$ cat src/mpeg_pkg.sv
// Shared types and constants for the multichannel PWM event generator.
// Used by the controller, the datapath and the top level; depends on nothing.
`default_nettype none

package mpeg_pkg;

   // Field widths fixed by the request and response formats.
   localparam int REQ_W        = 2;
   localparam int CH_FIELD_W   = 3;
   localparam int RATE_W       = 8;
   localparam int MASK_W       = 8;
   localparam int MAX_CHANNELS = 8;

   // Defaults for the top-level parameters.
   localparam int NUM_CHANNELS_DEF = 8;
   localparam int PERIOD_TICKS_DEF = 256;

   typedef enum logic [REQ_W-1:0] {
      REQ_TICK   = 2'd0,
      REQ_ALLOC  = 2'd1,
      REQ_RECONF = 2'd2,
      REQ_CANCEL = 2'd3
   } mpeg_req_code_type;

   typedef enum logic {
      ST_IDLE = 1'b0,
      ST_EXEC = 1'b1
   } mpeg_state_type;

   // Commands from the controller to the datapath.
   typedef struct packed {
      logic capture;
      logic execute;
   } mpeg_cmd_type;

endpackage

`default_nettype wire

$ cat src/multichannel_pwm_event_generator.sv
// Top level of the multichannel PWM event generator.
// Instantiates mpeg_ctrl and mpeg_datapath; depends on mpeg_pkg.
`default_nettype none

// A shared PWM phase counter serves a table of up to eight channels. Each
// request beat is a tick, an allocate, a reconfigure or a cancel, and each
// produces exactly one response beat. A request is taken at the rising edge
// where start is high and busy is low; busy is then high for one cycle while
// the request executes, and the response appears on the rsp_ ports for
// exactly one cycle, marked by rsp_valid, in the cycle after that. The
// receiver cannot hold a response off, so it must take every beat in the
// cycle it is shown. A new request may be presented in that same cycle, but
// none is taken while busy is high: the controller runs its capture and
// execute steps for one request at a time, all channels being compared in
// parallel within the execute cycle. No clearing pass runs after reset.
// Allocate grants the lowest free channel and starts it low; cancel always
// succeeds and freezes the channel's level and compare value; on a tick a
// channel whose compare value equals the new count goes high, and otherwise
// the wrap of the count to zero brings it low.

module multichannel_pwm_event_generator #(
   parameter int NUM_CHANNELS = mpeg_pkg::NUM_CHANNELS_DEF,
   parameter int PERIOD_TICKS = mpeg_pkg::PERIOD_TICKS_DEF
) (
   input  logic                            clock,
   input  logic                            reset,
   input  logic                            start,
   output logic                            busy,
   input  logic [mpeg_pkg::REQ_W-1:0]      req_type,
   input  logic [mpeg_pkg::CH_FIELD_W-1:0] req_channel,
   input  logic [mpeg_pkg::RATE_W-1:0]     req_rate,
   output logic                            rsp_valid,
   output logic                            rsp_status,
   output logic [mpeg_pkg::CH_FIELD_W-1:0] rsp_channel_out,
   output logic [mpeg_pkg::MASK_W-1:0]     rsp_high_events,
   output logic [mpeg_pkg::MASK_W-1:0]     rsp_low_events,
   output logic [mpeg_pkg::MASK_W-1:0]     rsp_levels
);
   import mpeg_pkg::*;

   // Commands from the controller to the datapath.
   mpeg_cmd_type cmd;

   mpeg_ctrl u_ctrl (
      .clock     (clock),
      .reset     (reset),
      .start     (start),
      .busy      (busy),
      .cmd       (cmd),
      .rsp_valid (rsp_valid)
   );

   mpeg_datapath #(
      .NUM_CHANNELS (NUM_CHANNELS),
      .PERIOD_TICKS (PERIOD_TICKS)
   ) u_datapath (
      .clock           (clock),
      .reset           (reset),
      .cmd             (cmd),
      .req_type        (req_type),
      .req_channel     (req_channel),
      .req_rate        (req_rate),
      .rsp_status      (rsp_status),
      .rsp_channel_out (rsp_channel_out),
      .rsp_high_events (rsp_high_events),
      .rsp_low_events  (rsp_low_events),
      .rsp_levels      (rsp_levels)
   );

endmodule

`default_nettype wire

$ cat src/mpeg_ctrl.sv
// Controller for the multichannel PWM event generator: accept/execute sequencing.
// Depends on mpeg_pkg for the state type and the command struct.
`default_nettype none

module mpeg_ctrl (
   input  logic                  clock,
   input  logic                  reset,
   input  logic                  start,
   output logic                  busy,
   output mpeg_pkg::mpeg_cmd_type cmd,
   output logic                  rsp_valid
);
   import mpeg_pkg::*;

   mpeg_state_type state_ff, state_in;
   logic           rsp_valid_ff, rsp_valid_in;

   always_ff @(posedge clock) begin
      if (reset) begin
         state_ff     <= ST_IDLE;
         rsp_valid_ff <= 1'b0;
      end else begin
         state_ff     <= state_in;
         rsp_valid_ff <= rsp_valid_in;
      end
   end

   always_comb begin
      state_in    = state_ff;
      busy        = 1'b0;
      cmd.capture = 1'b0;
      cmd.execute = 1'b0;
      case (state_ff)
         ST_IDLE: begin
            if (start) begin
               cmd.capture = 1'b1;
               state_in    = ST_EXEC;
            end
         end
         ST_EXEC: begin
            busy        = 1'b1;
            cmd.execute = 1'b1;
            state_in    = ST_IDLE;
         end
         default: begin
            state_in = ST_IDLE;
         end
      endcase
      rsp_valid_in = cmd.execute;
   end

   assign rsp_valid = rsp_valid_ff;

   // An accepted beat always makes the block busy for its execute cycle.
   a_accept_busy : assert property (@(posedge clock) disable iff (reset)
      (start && !busy) |=> busy)
      else $error("accepted request did not enter the execute cycle");

   // Execution is followed in the next cycle by the response strobe, with busy low again.
   a_exec_rsp : assert property (@(posedge clock) disable iff (reset)
      cmd.execute |=> (rsp_valid && !busy))
      else $error("execute cycle not followed by a response strobe");

   // Every response strobe traces back to a request captured before its execute cycle.
   a_rsp_origin : assert property (@(posedge clock) disable iff (reset)
      rsp_valid |-> $past(cmd.capture, 2))
      else $error("response strobe without a captured request");

   a_busy_single : assert property (@(posedge clock) disable iff (reset)
      busy |=> !busy)
      else $error("busy held for more than one cycle");

endmodule

`default_nettype wire

$ cat src/mpeg_datapath.sv
// Datapath for the multichannel PWM event generator: phase counter, channel
// table and response registers. Depends on mpeg_pkg.
`default_nettype none

module mpeg_datapath #(
   parameter int NUM_CHANNELS = mpeg_pkg::NUM_CHANNELS_DEF,
   parameter int PERIOD_TICKS = mpeg_pkg::PERIOD_TICKS_DEF
) (
   input  logic                            clock,
   input  logic                            reset,
   input  mpeg_pkg::mpeg_cmd_type          cmd,
   input  logic [mpeg_pkg::REQ_W-1:0]      req_type,
   input  logic [mpeg_pkg::CH_FIELD_W-1:0] req_channel,
   input  logic [mpeg_pkg::RATE_W-1:0]     req_rate,
   output logic                            rsp_status,
   output logic [mpeg_pkg::CH_FIELD_W-1:0] rsp_channel_out,
   output logic [mpeg_pkg::MASK_W-1:0]     rsp_high_events,
   output logic [mpeg_pkg::MASK_W-1:0]     rsp_low_events,
   output logic [mpeg_pkg::MASK_W-1:0]     rsp_levels
);
   import mpeg_pkg::*;

   localparam int CH_LIMIT = (NUM_CHANNELS < MAX_CHANNELS) ? NUM_CHANNELS : MAX_CHANNELS;
   localparam int PHASE_W  = $clog2(PERIOD_TICKS);
   localparam int CMP_W    = (PHASE_W > RATE_W) ? PHASE_W : RATE_W;
   localparam logic [PHASE_W-1:0] PHASE_LAST = PHASE_W'(PERIOD_TICKS - 1);

   // Captured request.
   logic [REQ_W-1:0]      req_type_ff;
   logic [CH_FIELD_W-1:0] req_channel_ff;
   logic [RATE_W-1:0]     req_rate_ff;

   // Channel table and shared phase counter.
   logic [PHASE_W-1:0]  phase_ff, phase_in;
   logic [CH_LIMIT-1:0] enabled_ff, enabled_in;
   logic [CH_LIMIT-1:0] level_ff, level_in;
   logic [RATE_W-1:0]   compare_ff [CH_LIMIT];
   logic [RATE_W-1:0]   compare_in [CH_LIMIT];

   // Response registers.
   logic                  status_ff, status_in;
   logic [CH_FIELD_W-1:0] chan_out_ff, chan_out_in;
   logic [MASK_W-1:0]     high_ff, high_in;
   logic [MASK_W-1:0]     low_ff, low_in;
   logic [MASK_W-1:0]     levels_ff, levels_in;

   logic [PHASE_W-1:0]    phase_step;
   logic [CMP_W-1:0]      phase_wide;
   logic                  found;
   logic [CH_FIELD_W-1:0] grant;

   always_ff @(posedge clock) begin
      if (cmd.capture) begin
         req_type_ff    <= req_type;
         req_channel_ff <= req_channel;
         req_rate_ff    <= req_rate;
      end
   end

   always_ff @(posedge clock) begin
      if (reset) begin
         phase_ff   <= '0;
         enabled_ff <= '0;
         level_ff   <= '0;
         for (int i = 0; i < CH_LIMIT; i++) begin
            compare_ff[i] <= '0;
         end
      end else if (cmd.execute) begin
         phase_ff   <= phase_in;
         enabled_ff <= enabled_in;
         level_ff   <= level_in;
         for (int i = 0; i < CH_LIMIT; i++) begin
            compare_ff[i] <= compare_in[i];
         end
      end
   end

   always_ff @(posedge clock) begin
      if (cmd.execute) begin
         status_ff   <= status_in;
         chan_out_ff <= chan_out_in;
         high_ff     <= high_in;
         low_ff      <= low_in;
         levels_ff   <= levels_in;
      end
   end

   // Lowest free channel for allocation.
   always_comb begin
      found = 1'b0;
      grant = '0;
      for (int i = CH_LIMIT - 1; i >= 0; i--) begin
         if (!enabled_ff[i]) begin
            found = 1'b1;
            grant = CH_FIELD_W'(i);
         end
      end
   end

   always_comb begin
      phase_step = (phase_ff == PHASE_LAST) ? '0 : phase_ff + PHASE_W'(1);
      phase_wide = CMP_W'(phase_step);
      phase_in    = phase_ff;
      enabled_in  = enabled_ff;
      level_in    = level_ff;
      compare_in  = compare_ff;
      status_in   = 1'b0;
      chan_out_in = '0;
      high_in     = '0;
      low_in      = '0;
      case (mpeg_req_code_type'(req_type_ff))
         REQ_TICK: begin
            phase_in = phase_step;
            for (int i = 0; i < CH_LIMIT; i++) begin
               if (enabled_ff[i]) begin
                  // High wins over the wrap when the compare value is zero.
                  if (phase_wide == CMP_W'(compare_ff[i])) begin
                     high_in[i]  = 1'b1;
                     level_in[i] = 1'b1;
                  end else if (phase_step == '0) begin
                     low_in[i]   = 1'b1;
                     level_in[i] = 1'b0;
                  end
               end
            end
         end
         REQ_ALLOC: begin
            status_in = !found;
            if (found) begin
               chan_out_in = grant;
            end
            for (int i = 0; i < CH_LIMIT; i++) begin
               if (found && grant == CH_FIELD_W'(i)) begin
                  enabled_in[i] = 1'b1;
                  level_in[i]   = 1'b0;
                  compare_in[i] = req_rate_ff;
               end
            end
         end
         REQ_RECONF: begin
            status_in = 1'b1;
            for (int i = 0; i < CH_LIMIT; i++) begin
               if (req_channel_ff == CH_FIELD_W'(i) && enabled_ff[i]) begin
                  compare_in[i] = req_rate_ff;
                  status_in     = 1'b0;
               end
            end
         end
         REQ_CANCEL: begin
            for (int i = 0; i < CH_LIMIT; i++) begin
               if (req_channel_ff == CH_FIELD_W'(i)) begin
                  enabled_in[i] = 1'b0;
               end
            end
         end
         default: begin
         end
      endcase
      levels_in = MASK_W'(level_in);
   end

   assign rsp_status      = status_ff;
   assign rsp_channel_out = chan_out_ff;
   assign rsp_high_events = high_ff;
   assign rsp_low_events  = low_ff;
   assign rsp_levels      = levels_ff;

endmodule

`default_nettype wire
$ cat config.mk
export PLATFORM = sky130hd
export DESIGN_NAME = multichannel_pwm_event_generator
export DESIGN_NICKNAME = d
export VERILOG_FILES = /design/src/mpeg_pkg.sv /design/src/multichannel_pwm_event_generator.sv /design/src/mpeg_ctrl.sv /design/src/mpeg_datapath.sv
export SDC_FILE = /design/constraint.sdc
export NUM_CORES = 1
export LEC_CHECK = 0
export BUFFER_PORTS_ARGS = -buffer_cell sky130_fd_sc_hd__buf_2
export CORE_ASPECT_RATIO = 2
export CORE_MARGIN = 2
export CORE_UTILIZATION = 55
export DETAILED_ROUTE_END_ITERATION = 10
export PLACE_DENSITY = 0.73
export SYNTH_ARGS = -nofsm -noshare
export SYNTH_HDL_FRONTEND = slang
export SYNTH_SLANG_ARGS = --single-unit
$ cat constraint.sdc
create_clock -name clock -period 2.2 [get_ports clock]
set_input_delay 0.55 -clock clock [delete_from_list [all_inputs] [get_ports clock]]
set_output_delay 0.55 -clock clock [all_outputs]
set_load 0.05 [all_outputs]
==> results by group <==
Floorplan
  • Ports: between 40 and 50
  • Die extent in y: 166 um
  • Starting density of the core: 55.9%
  • Row count: ~60
  • Die Outline Area: approximately 14,000 um^2
  • Die width: approximately 85 um
  • Floorplan core area: 12,900 um^2

Pwr
  • Leak: between 3 and 4 nW
  • Pwr per Cell Area: between 600 and 700 nW/um^2
  • Worst supply voltage drop on vdd: 0.000599 V
  • Overall power consumption: 6.14 mW

Timing
  • Worst rel slew slack: between 50 and 60%
  • Layout Skew: 14.1 ps
  • Final critical-path required period: between 2000 and 2500 ps
  • Setup-violating endpoint count in the final report: 29
  • Hold violation total from the final report: 0
  • Worst Tran Pin Value: 720 ps
  • Final TNS setup: -3740 ps
  • Post-route worst setup slack: -277 ps
  • Unrepaired setup endpoints after global routing: true
  • Max-slew violation count: 0
  • Fraction of the cycle the final worst path needs: 113%
  • Achievable clock frequency: 404 MHz

Clock tree
  • Clock slew seen by the registers of the worst setup and hold paths: 70 ps
  • CTS sink count: between 100 and 150
  • Clock Tree Buf Depth: 2
  • Buffer cell driving the clock tree root: sky130_fd_sc_hd__clkbuf_16
  • CTS Hold Buffers Added: 0
  • Clock tree from TritonCTS: built
  • Clock insertion delay at the later pin of the skew report: approximately 430 ps
  • Depth of the CTS H-tree: 4
  • Number of buffers created by CTS: 17

Logic synthesis
  • Cell types occupying the most area after synthesis: sky130_fd_sc_hd__dfxtp_1 (25%), sky130_fd_sc_hd__edfxtp_1 (17%), sky130_fd_sc_hd__mux2i_1 (8.9%)
  • Area fraction in compound gates after synthesis: around 17%
  • Portion of synthesized cell area occupied by the leading cell type: around 25%
  • Number of synthesized flops with an enable pin: slightly above 40
  • Async set or reset register ratio after synthesis: 0%
  • Most common flop cell mapped by yosys: sky130_fd_sc_hd__dfxtp_1
  • Share of synthesized area occupied by flip-flops and latches: between 40% and 50%
  • Simple-gate area share of the yosys netlist: about a fifth
  • Top cells by instance count after synthesis: sky130_fd_sc_hd__nor2_1 (94), sky130_fd_sc_hd__dfxtp_1 (90), sky130_fd_sc_hd__mux2i_1 (64), sky130_fd_sc_hd__nand2_1 (49), sky130_fd_sc_hd__edfxtp_1 (41)
  • Synthesized cell area: ~7200 um^2
  • Largest family of logic cells by synthesized area: simple AND/OR/NAND/NOR gates
  • Leading cell type by number of instances after synthesis: sky130_fd_sc_hd__nor2_1
  • Share of cell area taken by muxes after synthesis: a little under a tenth
  • XOR/XNOR share of the synthesized area: about 6.1%
  • Synth Register Bits: between 100 and 150
  • Synthesis warning total: 0
  • Synth area leader: sky130_fd_sc_hd__dfxtp_1
  • Mean cell area of the mapped netlist: approximately 9.4 um^2
  • Mapped Nets: about 790
  • Distinct cell type count of the synthesized netlist: 88
  • Adder-cell area share of the yosys netlist: between 1 and 1.5%
  • Synth Instances: ~770

Drt
  • Detail-routed via count per cell: approximately 6.4
  • Vias after detailed routing: around 7,000
  • Wire length per cell: roughly 24 um
  • Remaining antenna violation count after routing: 0
  • Total Wirelength: about 26,000 um
  • First-pass iteration count of the detailed router: 5
  • Number of DRC markers in iteration 0: between 500 and 600
  • Final routed DRC violation total: 0

Hold path
  • Hold/Removal Path Class: in -> reg

Outcome
  • Run status: complete, but fails checks
  • Failing checks: negative setup slack

Placed design
  • Estimated wirelength of the detail-placed design: 19,200 um
  • Quantity of I/O buffers inserted on ports: 45
  • Post-Place Worst Slack: -435 ps
  • Final RePlAce weighted congestion: roughly 1.0

Global route
  • Total gr overflow: 0
  • Combined global-route utilization of all metal layers: ~36%
  • Pin count of the biggest net entering global routing: 66
  • Number of antenna violations at the first check in global routing: 0
  • Vias in the first global route: between 6,000 and 7,000
  • Global-route wire length before repair: roughly 38,000 um

Worst setup path
  • Crit-path slowest cell: sky130_fd_sc_hd__dfxtp_4
  • Worst path cell trace: ha_4 -> buf_6 -> or2_4 -> buf_4 -> o22a_4 -> a211oi_2 -> and2_4 -> a31o_2 -> a21bo_2
  • Category of the critical setup timing path: reg -> reg
  • Family of cells with the greatest summed delay on the critical path: compound AO/OA/AOI/OAI gates
  • Endpoint arrival time on the critical path: between 2000 and 3000 ps
  • Buffer and inverter count on the worst path: 2
  • Startpoint type of the worst setup path: flip-flop
  • Biggest fanout along the worst timing path: 6
  • CP peak stage delay: 360 ps
  • Required time of the critical path: 2370 ps
  • Type of destination of the critical path: flip-flop

Cells and area
  • Share of post-route cells with drive strength above 1: between 30% and 40%
  • Number of diodes: 0
  • Net count reported at finish: 947
  • Number of fill cells: between 800 and 900
  • Area added between synthesis and finish: 34.8%

Run
  • Max cap viols: 0
==> layout make-up <==
cell class | count | area [um^2] | share of cell area (%)
timing repair buffer | 195 | 1540 | 15.8
sequential | 131 | 3050 | 31.4
inverter | 15 | 56.3 | 0.579
tap | 152 | 190 | 1.95
clock buffer | 18 | 450 | 4.63
multi-input combinational | 565 | 4290 | 44.1
clock inverter | 14 | 150 | 1.54
==> flip-flops by register name, indices dropped and copies added (netlist names) <==
| register | count |
|---|---|
| u_datapath.rsp_low_events | 8 |
| u_datapath.req_rate_ff | 8 |
| u_datapath.enabled_ff | 8 |
| u_ctrl.rsp_valid | 1 |
| u_datapath.req_channel_ff | 3 |
| u_ctrl.state_ff | 1 |
| u_datapath.phase_ff | 8 |
| u_datapath.rsp_status | 1 |
| u_datapath.level_ff | 8 |
| u_datapath.rsp_levels | 8 |
| u_datapath.req_type_ff | 2 |
| u_datapath.rsp_high_events | 8 |
| u_datapath.rsp_channel_out | 3 |
| u_datapath.compare_ff | 64 |
==> kinds of logic (layout without fill, tap and decap cells) <==
logic type | Yosys count | count (layout)
simple gates | 286 | 286
compound gates | 162 | 162
flops | 131 | 131
buf+inv | 75 | 242
mux | 67 | 67
xor+xnor | 44 | 44
fa+ha+maj | 6 | 6
==> worst register-to-register path: cells and delay by family, from the launching register on <==
kind                     cells  cell delay, ps
AND/OR/NAND/NOR              2             470
AO/OA/AOI/OAI                4             940
flip-flops                   1             360
buffers and inverters        2             270
adder cells (fa/ha/maj)      1             180
==> layout by cell type (no fill, tap or decap), types with 8 or more instances in the layout <==
cell type,netlist,final
sky130_fd_sc_hd__a21oi_1,36,35
sky130_fd_sc_hd__buf_12,0,11
sky130_fd_sc_hd__buf_2,8,45
sky130_fd_sc_hd__buf_4,5,126
sky130_fd_sc_hd__buf_6,2,13
sky130_fd_sc_hd__clkbuf_16,0,18
sky130_fd_sc_hd__dfxtp_1,90,83
sky130_fd_sc_hd__edfxtp_1,41,41
sky130_fd_sc_hd__inv_1,13,13
sky130_fd_sc_hd__mux2i_1,64,64
sky130_fd_sc_hd__nand2_1,49,49
sky130_fd_sc_hd__nand2b_1,12,12
sky130_fd_sc_hd__nand3_1,21,17
sky130_fd_sc_hd__nand4_1,20,20
sky130_fd_sc_hd__nor2_1,94,89
sky130_fd_sc_hd__nor2b_1,12,12
sky130_fd_sc_hd__nor3_1,16,15
sky130_fd_sc_hd__o21ai_0,24,19
sky130_fd_sc_hd__or3_1,10,8
sky130_fd_sc_hd__xnor2_1,27,18
sky130_fd_sc_hd__xnor2_2,0,8
sky130_fd_sc_hd__xor2_1,13,12
==> report_power, final <==
| group | total, mW | switching, mW | internal [mW] |
|---|---|---|---|
| registers | 2.65 | 0.0942 | 2.56 |
| clock network | 2.85 | 1.26 | 1.59 |
| logic | 0.632 | 0.383 | 0.249 |
| total | 6.14 | 1.74 | 4.40 |
==> per-stage QoR <==
step	util [%]	cells	hold slack (ps)	area, um^2
CTS	72.7	1079	296	9400
global route	75.3	1090	288	9730
detailed placement	65.9	1040	488	8520
floorplan	-	771	460	7270
global placement	65.9	1040	479	8520
finish	75.3	1090	295	9730
==> path summary, 6_finish.rpt <==
path	start	end	slack (ps)	depth (start not counted)
setup reg to reg	u_datapath.phase_ff[0]	u_datapath.rsp_levels[7]	-280	9
hold reg to reg	u_datapath.level_ff[7]	u_datapath.level_ff[7]	510	2
hold / removal	req_rate[5]	u_datapath.req_rate_ff[5]	300	1
setup / recovery	u_datapath.phase_ff[0]	u_datapath.rsp_levels[7]	-280	9
==> layer usage <==
metal	part of all wire [%]	GRT usage (%)
met1	32	34.4
met2	53	66.2
met3	4.9	5.22
met4	9.5	26.6
met5	0	0
==> timing repair <==
action                                  4_1_cts  5_1_grt
setup buffers                                 8       11
pin swaps                                    19       30
endpoints found under the setup margin       31       35
resized for setup                            48       56
(Power assumes the default switching activity.)
